**src/design/bsgp_pkg.sv**
```systemverilog
// ----------------------------------------------------------------------------
// bsgp_pkg: shared types and constants of the grid-point batch splitter
// Field widths, save kind codes and the fixed split constants.
// ----------------------------------------------------------------------------
package bsgp_pkg;

  // field widths
  localparam int unsigned POS_W  = 24;
  localparam int unsigned SIZE_W = 12;
  localparam int unsigned IV_W   = 21;
  localparam int unsigned KIND_W = 2;

  // largest batch taken as it is; larger sizes are clamped
  localparam int unsigned MAX_BATCH = 2048;
  // distance of the tail point below the final position
  localparam int unsigned TAIL_GAP  = 32;
  // smallest nonzero grid spacing
  localparam int unsigned MIN_GRID  = 64;

  localparam logic [POS_W-1:0] POS_MAX = {POS_W{1'b1}};

  // save kind codes
  typedef enum logic [KIND_W-1:0] {
    SAVE_NONE     = 2'd0,
    SAVE_TAIL     = 2'd1,
    SAVE_PERIODIC = 2'd2
  } save_kind_e;

endpackage

```
**src/design/bsgp_rem.sv**
```systemverilog
// ----------------------------------------------------------------------------
// bsgp_rem: bit-serial remainder unit
// Restoring division of a position by the grid spacing, one dividend bit per
// cycle through one shared compare-and-subtract; only the remainder is kept.
// ----------------------------------------------------------------------------
module bsgp_rem (
  input  logic                          clk_i,
  input  logic                          rst_ni,
  input  logic                          start_i,
  input  logic [bsgp_pkg::POS_W-1:0]    dividend_i,
  input  logic [bsgp_pkg::IV_W-1:0]     divisor_i,
  output logic                          done_o,
  output logic [bsgp_pkg::IV_W-1:0]     rem_o
);

  localparam int unsigned CNT_W = $clog2(bsgp_pkg::POS_W);

  logic                        busy_q;
  logic                        done_q;
  logic [CNT_W-1:0]            cnt_q;
  logic [bsgp_pkg::POS_W-1:0]  dvd_q;
  logic [bsgp_pkg::IV_W-1:0]   rem_q;
  logic [bsgp_pkg::IV_W-1:0]   div_q;

  logic [bsgp_pkg::IV_W:0]     trial;
  logic                        fits;
  logic [bsgp_pkg::IV_W-1:0]   rem_d;

  // shift in the next dividend bit, subtract when it fits
  always_comb begin
    trial = {rem_q, dvd_q[bsgp_pkg::POS_W-1]};
    fits  = trial >= {1'b0, div_q};
    if (fits) begin
      rem_d = bsgp_pkg::IV_W'(trial - {1'b0, div_q});
    end else begin
      rem_d = trial[bsgp_pkg::IV_W-1:0];
    end
  end

  // step sequencer
  always_ff @(posedge clk_i or negedge rst_ni) begin
    if (!rst_ni) begin
      busy_q <= 1'b0;
      done_q <= 1'b0;
      cnt_q  <= '0;
    end else begin
      done_q <= 1'b0;
      if (start_i) begin
        busy_q <= 1'b1;
        cnt_q  <= '0;
      end else if (busy_q) begin
        cnt_q <= cnt_q + 1'b1;
        if (cnt_q == CNT_W'(bsgp_pkg::POS_W - 1)) begin
          busy_q <= 1'b0;
          done_q <= 1'b1;
        end
      end
    end
  end

  // datapath
  always_ff @(posedge clk_i) begin
    if (start_i) begin
      dvd_q <= dividend_i;
      div_q <= divisor_i;
      rem_q <= '0;
    end else if (busy_q) begin
      dvd_q <= {dvd_q[bsgp_pkg::POS_W-2:0], 1'b0};
      rem_q <= rem_d;
    end
  end

  assign done_o = done_q;
  assign rem_o  = rem_q;

endmodule

```
**src/design/batch_split_at_grid_points_unit.sv**
```systemverilog
// ----------------------------------------------------------------------------
// batch_split_at_grid_points_unit: splits a token batch at grid points
// Cuts (start, start+size] at multiples of the interval, at the tail point
// and at the end, and emits one sub-batch per cut in ascending order.
// ----------------------------------------------------------------------------
// Usage:
//   cfg channel: one beat writes checkpoint_interval; always ready. Write it
//   only while the block is idle.
//   in channel: one beat per batch (start position, size, final position
//   flag, final position). in_ready_o is high only while the sequencer is idle.
//   out channel: one beat per sub-batch; is_last_o marks the final one.
// Timing:
//   With grid cuts on, the first grid point is found first by a bit-serial
//   remainder unit; with the interval at 0 it is skipped. Then one
//   sub-batch is produced per cycle while the receiver keeps up.
//   Up to 34 results per batch. Empty batches give no beat.
// Stall: a result sits in the output register until taken; the sequencer
//   holds its cut state meanwhile, so nothing is lost or repeated.
// Reset: clears the interval to 0 (grid cuts off) and empties the pipeline.
// ----------------------------------------------------------------------------
module batch_split_at_grid_points_unit #(
  parameter int unsigned MAX_BATCH = bsgp_pkg::MAX_BATCH,
  parameter int unsigned TAIL_GAP  = bsgp_pkg::TAIL_GAP
) (
  input  logic                          clk_i,
  input  logic                          rst_ni,
  // configuration
  input  logic                          cfg_valid_i,
  output logic                          cfg_ready_o,
  input  logic [bsgp_pkg::IV_W-1:0]     cfg_data_i,
  // input batches
  input  logic                          in_valid_i,
  output logic                          in_ready_o,
  input  logic [bsgp_pkg::POS_W-1:0]    batch_pos_i,
  input  logic [bsgp_pkg::SIZE_W-1:0]   batch_size_i,
  input  logic                          seq_end_vld_i,
  input  logic [bsgp_pkg::POS_W-1:0]    seq_end_pos_i,
  // output sub-batches
  output logic                          out_valid_o,
  input  logic                          out_ready_i,
  output logic [bsgp_pkg::SIZE_W-1:0]   sub_size_o,
  output logic [bsgp_pkg::POS_W-1:0]    cut_pos_o,
  output logic [bsgp_pkg::KIND_W-1:0]   save_kind_o,
  output logic                          is_last_o
);

  localparam int unsigned POS_W  = bsgp_pkg::POS_W;
  localparam int unsigned SIZE_W = bsgp_pkg::SIZE_W;
  localparam int unsigned IV_W   = bsgp_pkg::IV_W;

  typedef enum logic [1:0] {
    ST_IDLE,
    ST_DIV,
    ST_EMIT
  } state_e;

  state_e state_q;

  // configuration register
  logic [IV_W-1:0] cfg_iv_q;
  logic [IV_W-1:0] iv_eff;

  // per-batch context
  logic [POS_W-1:0] end_q;
  logic [POS_W-1:0] tail_q;
  logic             tail_ok_q;
  logic             seq_end_vld_q;
  logic             grid_on_q;
  logic [IV_W-1:0]  iv_q;
  logic [POS_W-1:0] prev_q;
  logic [POS_W:0]   grid_q;

  // output register
  logic              out_valid_q;
  logic [SIZE_W-1:0] sub_size_q;
  logic [POS_W-1:0]  cut_pos_q;
  logic [1:0]        save_kind_q;
  logic              is_last_q;

  // accept-side decode
  logic              in_fire;
  logic [SIZE_W-1:0] size_cl;
  logic [POS_W:0]    end_sum;
  logic [POS_W-1:0]  end_c;
  logic              empty_c;
  logic              tail_ok_c;

  // remainder unit
  logic             div_start;
  logic             div_done;
  logic [IV_W-1:0]  div_rem;

  // cut selection
  logic [POS_W-1:0] cut_c;
  logic             is_grid;
  logic             is_last_c;
  bsgp_pkg::save_kind_e kind_c;
  logic             out_free;

  assign cfg_ready_o = 1'b1;
  assign in_ready_o  = (state_q == ST_IDLE);
  assign in_fire     = in_valid_i && in_ready_o;
  assign out_free    = !out_valid_q || out_ready_i;

  // small nonzero spacing is raised to the minimum
  always_comb begin
    if (cfg_iv_q != '0 && cfg_iv_q < IV_W'(bsgp_pkg::MIN_GRID)) begin
      iv_eff = IV_W'(bsgp_pkg::MIN_GRID);
    end else begin
      iv_eff = cfg_iv_q;
    end
  end

  // batch end, clamped size and saturated position
  always_comb begin
    if (batch_size_i > SIZE_W'(MAX_BATCH)) begin
      size_cl = SIZE_W'(MAX_BATCH);
    end else begin
      size_cl = batch_size_i;
    end
    end_sum = {1'b0, batch_pos_i} + (POS_W+1)'(size_cl);
    if (end_sum > {1'b0, bsgp_pkg::POS_MAX}) begin
      end_c = bsgp_pkg::POS_MAX;
    end else begin
      end_c = end_sum[POS_W-1:0];
    end
    empty_c   = (batch_size_i == '0) || (end_c <= batch_pos_i);
    tail_ok_c = seq_end_vld_i && (seq_end_pos_i > POS_W'(TAIL_GAP));
  end

  assign div_start = in_fire && !empty_c && (iv_eff != '0);

  bsgp_rem u_rem (
    .clk_i      (clk_i),
    .rst_ni     (rst_ni),
    .start_i    (div_start),
    .dividend_i (batch_pos_i),
    .divisor_i  (iv_eff),
    .done_o     (div_done),
    .rem_o      (div_rem)
  );

  // next cut: earliest of end, grid point and tail point
  always_comb begin
    cut_c = end_q;
    if (grid_on_q && (grid_q < {1'b0, cut_c})) begin
      cut_c = grid_q[POS_W-1:0];
    end
    if (tail_ok_q && (tail_q > prev_q) && (tail_q < cut_c)) begin
      cut_c = tail_q;
    end
    is_grid   = grid_on_q && (grid_q == {1'b0, cut_c});
    is_last_c = (cut_c == end_q);
    if (tail_ok_q && (cut_c == tail_q)) begin
      kind_c = bsgp_pkg::SAVE_TAIL;
    end else if (is_grid && (!seq_end_vld_q || (tail_ok_q && (cut_c < tail_q)))) begin
      kind_c = bsgp_pkg::SAVE_PERIODIC;
    end else begin
      kind_c = bsgp_pkg::SAVE_NONE;
    end
  end

  // sequencer with output register
  always_ff @(posedge clk_i or negedge rst_ni) begin
    if (!rst_ni) begin
      state_q     <= ST_IDLE;
      cfg_iv_q    <= '0;
      out_valid_q <= 1'b0;
    end else begin
      if (cfg_valid_i && cfg_ready_o) begin
        cfg_iv_q <= cfg_data_i;
      end
      // load a result when the slot is free, else drop the one taken
      if (state_q == ST_EMIT && out_free) begin
        out_valid_q <= 1'b1;
      end else if (out_ready_i) begin
        out_valid_q <= 1'b0;
      end
      case (state_q)
        ST_IDLE: begin
          if (in_fire && !empty_c) begin
            state_q <= (iv_eff != '0) ? ST_DIV : ST_EMIT;
          end
        end
        ST_DIV: begin
          if (div_done) begin
            state_q <= ST_EMIT;
          end
        end
        ST_EMIT: begin
          if (out_free && is_last_c) begin
            state_q <= ST_IDLE;
          end
        end
        default: begin
          state_q <= ST_IDLE;
        end
      endcase
    end
  end

  // batch context and result payload
  always_ff @(posedge clk_i) begin
    if (in_fire) begin
      end_q         <= end_c;
      tail_q        <= POS_W'(seq_end_pos_i - POS_W'(TAIL_GAP));
      tail_ok_q     <= tail_ok_c;
      seq_end_vld_q <= seq_end_vld_i;
      grid_on_q     <= (iv_eff != '0);
      iv_q          <= iv_eff;
      prev_q        <= batch_pos_i;
    end
    // first grid point above start: start - (start mod iv) + iv
    if (state_q == ST_DIV && div_done) begin
      grid_q <= {1'b0, prev_q} - (POS_W+1)'(div_rem) + (POS_W+1)'(iv_q);
    end
    if (state_q == ST_EMIT && out_free) begin
      sub_size_q  <= SIZE_W'(cut_c - prev_q);
      cut_pos_q   <= cut_c;
      save_kind_q <= kind_c;
      is_last_q   <= is_last_c;
      prev_q      <= cut_c;
      if (is_grid) begin
        grid_q <= grid_q + (POS_W+1)'(iv_q);
      end
    end
  end

  assign out_valid_o = out_valid_q;
  assign sub_size_o  = sub_size_q;
  assign cut_pos_o   = cut_pos_q;
  assign save_kind_o = save_kind_q;
  assign is_last_o   = is_last_q;

endmodule

```
**config.mk**
```make
export PLATFORM = sky130hd
export DESIGN_NAME = batch_split_at_grid_points_unit
export DESIGN_NICKNAME = d
export VERILOG_FILES = /design/src/design/bsgp_pkg.sv /design/src/design/bsgp_rem.sv /design/src/design/batch_split_at_grid_points_unit.sv
export SDC_FILE = /design/constraint.sdc
export NUM_CORES = 1
export LEC_CHECK = 0
export BUFFER_PORTS_ARGS = -buffer_cell sky130_fd_sc_hd__buf_2
export CAP_MARGIN = 40
export CORE_MARGIN = 4
export CORE_UTILIZATION = 40
export DETAILED_ROUTE_END_ITERATION = 7
export GPL_ROUTABILITY_DRIVEN = 0
export PLACE_DENSITY = 0.58
export RECOVER_POWER = 50
export SETUP_SLACK_MARGIN = 0.1
export SYNTH_ARGS = -nofsm -noshare
export SYNTH_HDL_FRONTEND = slang
export SYNTH_SLANG_ARGS = --single-unit
```
**constraint.sdc**
```tcl
create_clock -name clk_i -period 15.65 [get_ports clk_i]
set_input_delay 1.565 -clock clk_i [delete_from_list [all_inputs] [get_ports clk_i]]
set_output_delay 1.565 -clock clk_i [all_outputs]
set_load 0.05 [all_outputs]
```
==> results.md, run 1 <==
* Final setup vio count at 0
* Synth area leaders: edfxtp_1 (29%), ha_1 (13%), dfxtp_1 (4.9%)
* Clock skew at 0.0322 ns
* Post-Syn Area at 18,800 um2
* Logic pwr share at 0.117
* Share of cells above drive strength 1 at 0.102
* Worst-path clk slew at ~0.070 ns
* Post-DP HPWL at 45,000 um
* Placed Cells at 2,659
* Top-area cell type share of the netlist area at 0.287
* Max stage delay on crit path at just over 0.7 ns
* Arrival @ worst endpoint at 7.93 ns
* Hold depth at 0
* Post-synth EDFFs at 180
* Via Count at ~15,000
* Total track usage at 0.220
* Initial antenna violation count at 2
* Largest net degree at the start of global routing at 58
* Setup bufs post-CTS at 0
* Buffers added on ports at 127
* Post-synth ARST share at 0.121
* Buf/Inv on CP at 3
* DRC at 0
* Register-to-Register Path Depth at 29
* Area growth, synth to finish at 11.8%
* Die H at 225 um
* Worst-margin pin slew at 2.92 ns
* Cells after Synth at about 2,000
* Status: complete, but fails checks
* Hold Fails Final Rpt at 0
* Cts hold-fix bufs at 0
* Tmin final at roughly 7.6 ns
* Switching power at 0.438 mW
* Die Area at around 50,000 um2
* CTS root buf: clkbuf_16
* WL/cell at approximately 21 um
* Overflow left after global routing at 0
* H-tree Lvls at 1
* Sequential share of power at 0.448
* Core area at 46,600 um2
* Pint at 1.25 mW
* CP Data Required Time at 15.99 ns
* Switching Fraction at 0.260
* Rel. slew slack at -0.944
* Layout Utilization at 0.452
* First-pass GRT wire length at 86,900 um
* Crit path capture type: flip-flop
* Finished Layout Cells at 2,716
* Vias per inst at ~5.6
* Crit start category: flip-flop
* CP max stage cell: nor2_1
* Max Fclk at approximately 0.13 GHz
* Yosys cell types at 81
* Clock power share at 0.435
* Register area share after synthesis at 0.378
* Tot Pwr at about 1.7 mW
* CTS sink cnt at 257
* Clock latency on the worst-skew pair at 0.59 ns
* IO Count at 129
* Top-count cell post-synth: inv_1
* Syn. warnings at 0
* Antenna diodes at 0
* Failing checks: max-capacitance violations, max-slew violations
* Pwr dens at between 80 and 90 nW/um2
* Synthesis-stage register bit count at 257
* Iter 0 DRT Violations at 1,352
* Syn avg cell area at roughly 9.5 um2
* Final period util at 0.485
* Leakage power total at around 9.2 nW
* CTS tree: done
* Top FF cell, synth: edfxtp_1
* ANT nets after route at 0
* Peak supply drop at between 0.00007 and 0.00008 V
* CTS-repair resized insts at 0
* Drt pass-1 iters at 6
* Initial core utilization at 0.404
* Final slew viol count at roughly 110
* Hold WC Path Type: flip-flop to flip-flop
* Total Routed Length at 56,700 um
* CP top delay family: compound AO/OA/AOI/OAI gates
* CP Class: flip-flop to flip-flop
* Fillers at around 4,500
* Most frequent cells after synthesis: inv_1 (224), ha_1 (197), edfxtp_1 (180)
* Yosys top cell by area: edfxtp_1
* Syn_nets at 2,282
* Vias in the first global route at ~15,000
* Worst hold slack at 0.498 ns
* Die W at 225 um
* Row Count at 79
* Crit path max fanout at 17
* WP depth at 29
* Worst path most repeated cell: a21oi_1
* Clk buf depth at 3
* RSZ-0062 raised after global routing: false
* Max-Cap Viols at 3
* Setup TNS at 0 ns
* Layout Nets at 2,394
* CTS Buf Count at 31
==> cell type report <==
type | instances | area [um2] | area share
tap | 607 | 759 | 0.0361
clock buffer | 34 | 787 | 0.0374
timing repair buffer | 146 | 721 | 0.0343
inverter | 225 | 845 | 0.0402
clock inverter | 23 | 246 | 0.0117
sequential | 257 | 7100 | 0.338
multi-input combinational | 1424 | 10600 | 0.503
==> layer usage <==
metal | vias up | wire, um | global-route usage
met5 | - | 11 | 0
met4 | 2 | 2280 | 0.0789
met3 | 149 | 4370 | 0.0450
met2 | 529 | 26100 | 0.362
met1 | 7258 | 23900 | 0.290
li1 | 7270 | - | -
==> flip-flops by register name (all words and copies together) (netlist names), 2 cells and up <==
| register | cells |
|---|---|
| u_rem.div_q | 21 |
| u_rem.rem_o | 21 |
| state_q | 2 |
| end_q | 24 |
| cfg_iv_q | 21 |
| iv_q | 21 |
| u_rem.dvd_q | 24 |
| sub_size_o | 12 |
| u_rem.cnt_q | 5 |
| grid_q | 25 |
| tail_q | 24 |
| save_kind_o | 2 |
| cut_pos_o | 24 |
| prev_q | 24 |
==> path summary, 6_finish.rpt <==
check / from / endpoint / slack (ns)
worst max-delay path: end_q[14]$_DFFE_PP_ / sub_size_o[11]$_DFFE_PP_ / 8.06
worst min-delay path: cfg_iv_q[18]$_DFFE_PN0P_ / iv_q[18]$_DFFE_PP_ / 0.50
worst max register to register: end_q[14]$_DFFE_PP_ / sub_size_o[11]$_DFFE_PP_ / 8.06
worst min register to register: cfg_iv_q[18]$_DFFE_PN0P_ / iv_q[18]$_DFFE_PP_ / 0.50
max in group asynchronous: rst_ni / u_rem.busy_q$_DFF_PN0_ / 13.13
min in group asynchronous: rst_ni / cfg_iv_q[18]$_DFFE_PN0P_ / 1.48
==> per-stage QoR <==
stage | worst slack [ns] | cell area (um2)
after global routing | 7.43 | 21000
after global placement | 8.10 | 20000
after CTS | 8.26 | 21100
final | 8.06 | 21000
after detailed placement | 8.32 | 20100
after floorplan | 8.89 | 18800
==> power by group through the flow <==
stage	registers, mW	clock network [mW]	logic [mW]
after floorplan	0.785	0	0.117
after global placement	0.769	0	0.194
after detailed placement	0.770	0	0.198
after CTS	0.755	0.750	0.199
after global routing	0.757	0.778	0.219
final	0.755	0.732	0.197
==> cell families after synthesis <==
kind of cell	after synthesis	share of synthesized area
xor+xnor	141	0.0657
mux	74	0.0440
buf+inv	292	0.0604
simple gates	500	0.133
fa+ha+maj	222	0.158
compound gates	486	0.161
flops	257	0.378
other cells	1	0.000199
==> cells in the final DEF, fill, tap and decap left out, types with 11 or more instances in the layout <==
cell         n
xor2_1      59
buf_4       13
nor2b_1     33
nand3_1     42
a21oi_1    169
and3_1      19
dfrtp_1     31
nor2_1     106
xnor2_1     82
a211oi_1    25
o21a_1      24
clkbuf_1    53
nand2_1    136
a21o_1      39
dfxtp_1     46
a31oi_1     23
clkbuf_16   31
buf_2       81
inv_1      225
ha_1       197
nand4_1     29
nor4_1      20
nor3_1      28
mux2i_1     27
mux2_2      43
fa_1        25
and2_1      11
o21ai_0    115
nand2b_1    24
edfxtp_1   180
No activity file was read; power rests on OpenSTA's default activity.
==> run 2: changes to the inputs <==
clock period = 7.1 ns   (was 15.65 ns; I/O delays follow)
==> run 2 against run 1 <==
  * The flow still finishes with violations (max-capacitance violations, max-slew violations)
  * Register-to-register slack worse by 7.5 ns
  * Utilization up 0.67 points
  * Global-route usage down 0.075 points
  * Fmax up 15%
  * Worst hold slack worse by 0.17 ns
  * Sequential power up 120%
  * Clock skew down 0.013 ns
  * Die area unchanged
  * Critical path type unchanged
  * Critical endpoint is now sub_size_o[10]$_DFFE_PP_
==> results.md, run 2 (synthesis results as in run 1) <==
* Vias per inst at 5.61
* CTS Buf Count at 30
* Hold Fails Final Rpt at 0
* Dpl ws at 0.183 ns
* Die W at 225 um
* Sequential cell area at 7100 um2
* Core area at 46,600 um2
* Layout Nets at about 2,400
* Total track usage at 0.219
* CP max stage cell: a311oi_4
* Most frequent cells in the layout: inv_1 (224), ha_1 (197), edfxtp_1 (180)
* Crit path max fanout at 16
* Worst path most repeated cell: a21oi_1
* Worst hold slack at 0.324 ns
* IO Count at around 130
* Buf/Inv on CP at 3
* Share of cells above drive strength 1 at 0.116
* Hold WC Path Type: input port to flip-flop
* Iter 0 DRT Violations at 1,387
* Row Count at roughly 80
* Crit start category: flip-flop
* CTS tree: done
* DRC at 0
* Status: complete, but fails checks
* Setup bufs post-CTS at 0
* Largest reg by FF count: grid_q
* Initial antenna violation count at 4
* Switching Fraction at 0.254
* Drt pass-1 iters at 5
* Clock skew at 0.0193 ns
* Tmin final at 6.59 ns
* Initial core utilization at 0.404
* Die Area at 50,600 um2
* Sequential share of power at 0.446
* RSZ-0062 raised after global routing: false
* H-tree Lvls at 1
* Total Routed Length at 56,800 um
* Crit path capture type: flip-flop
* Max Fclk at 0.152 GHz
* ANT nets after route at 0
* CP Class: flip-flop to flip-flop
* Leakage power total at a little over 9 nW
* Clock latency on the worst-skew pair at just under 0.6 ns
* Worst-margin pin slew at 2.94 ns
* Layout Utilization at 0.458
* Final period util at 0.928
* Max-Cap Viols at 3
* Post-DP HPWL at 45,500 um
* Peak supply drop at approximately 0.00015 V
* Buffers added on ports at 127
* Final slew viol count at 108
* Clock power share at 0.437
* Final setup margin at 0.511 ns
* Commonest non-fill, non-tap cell in the layout: inv_1
* Via Count at 15,430
* Fillers at approximately 4,500
* CTS sink cnt at between 200 and 300
* Die H at 225 um
* CP top delay family: compound AO/OA/AOI/OAI gates
* Clk buf depth at 3
* Largest net degree at the start of global routing at 53
* Pint at 2.78 mW
* Max stage delay on crit path at 0.44 ns
* Failing checks: max-capacitance violations, max-slew violations
* Max reg flops at 25
* WL/cell at between 20 and 25 um
* CP Data Required Time at ~7.4 ns
* CTS root buf: clkbuf_16
* Antenna diodes at 0
* First-pass GRT wire length at a little under 90,000 um
* Arrival @ worst endpoint at 6.91 ns
* Logic pwr share at 0.117
* Setup TNS at 0 ns
* Area of the multi-input gates at 10,600 um2
* Overflow left after global routing at 0
* Rel. slew slack at -0.962
* Area growth, synth to finish at 13.5%
* Vias in the first global route at 14,986
* Final setup vio count at 0
* Switching power at 0.948 mW
* Pwr dens at about 170 nW/um2
* Worst-path clk slew at around 0.060 ns
[run 2: cell types whose count changed in the layout (fill, tap and decap cells not counted), sizes merged]
| cell | delta |
|---|---|
| buf | +34 |
| inv | -1 |
| bufinv | +1 |
| clkbuf | +5 |
| clkinv | -3 |
[run 2: area by class of cell]
class / count / area share
Multi-Input combinational cell: 1424 / 0.497
Sequential cell: 257 / 0.333
Timing Repair Buffer: 183 / 0.0472
Inverter: 225 / 0.0396
Clock buffer: 36 / 0.0372
Tap cell: 607 / 0.0356
Clock inverter: 20 / 0.0111
[run 2: power by group through the flow]
stage	sequential, mW	clock (mW)	combinational, mW
floorplan	1.73	0	0.258
global placement	1.69	0	0.431
detailed placement	1.70	0	0.439
CTS	1.66	1.67	0.441
global route	1.67	1.73	0.485
finish	1.66	1.63	0.437
[run 2: repair_timing]
item,CTS,global route
hold buffers,0,0
resized for setup,0,6
endpoints found under the setup margin,0,28
[run 2: per-layer routing]
layer / up-vias / global-route usage / share of wire / wire, um
li1: 7358 / - / - / -
met1: 7399 / 0.304 / 0.44 / 24900
met2: 545 / 0.355 / 0.45 / 25800
met3: 124 / 0.0328 / 0.072 / 4100
met4: 4 / 0.0723 / 0.036 / 2020
met5: - / 0 / 0.00055 / 31
[run 2: worst paths after layout]
| check | slack [ns] | to | start | cells past startpoint |
|---|---|---|---|---|
| worst max register to register | 0.51 | sub_size_o[10]$_DFFE_PP_ | end_q[7]$_DFFE_PP_ | 30 |
| max in group asynchronous | 5.53 | cfg_iv_q[5]$_DFFE_PN0P_ | rst_ni | 1 |
| worst min-delay path | 0.32 | tail_q[1]$_DFFE_PP_ | seq_end_pos_i[1] | 1 |
| min in group asynchronous | 0.58 | u_rem.cnt_q[0]$_DFFE_PN0P_ | rst_ni | 1 |
| worst max-delay path | 0.51 | sub_size_o[10]$_DFFE_PP_ | end_q[7]$_DFFE_PP_ | 30 |
| worst min register to register | 0.50 | iv_q[11]$_DFFE_PP_ | cfg_iv_q[11]$_DFFE_PN0P_ | 0 |
[run 2: through the flow]
| step | area [um2] | total power [mW] | std cells |
|---|---|---|---|
| 3_5_place_dp | 20400 | 2.13 | 2695 |
| 2_1_floorplan | 18800 | 1.99 | 1973 |
| 6_report | 21300 | 3.73 | 2752 |
| 4_1_cts | 21400 | 3.78 | 2751 |
| 5_1_grt | 21300 | 3.88 | 2752 |
| 3_3_place_gp | 20300 | 2.13 | 2692 |
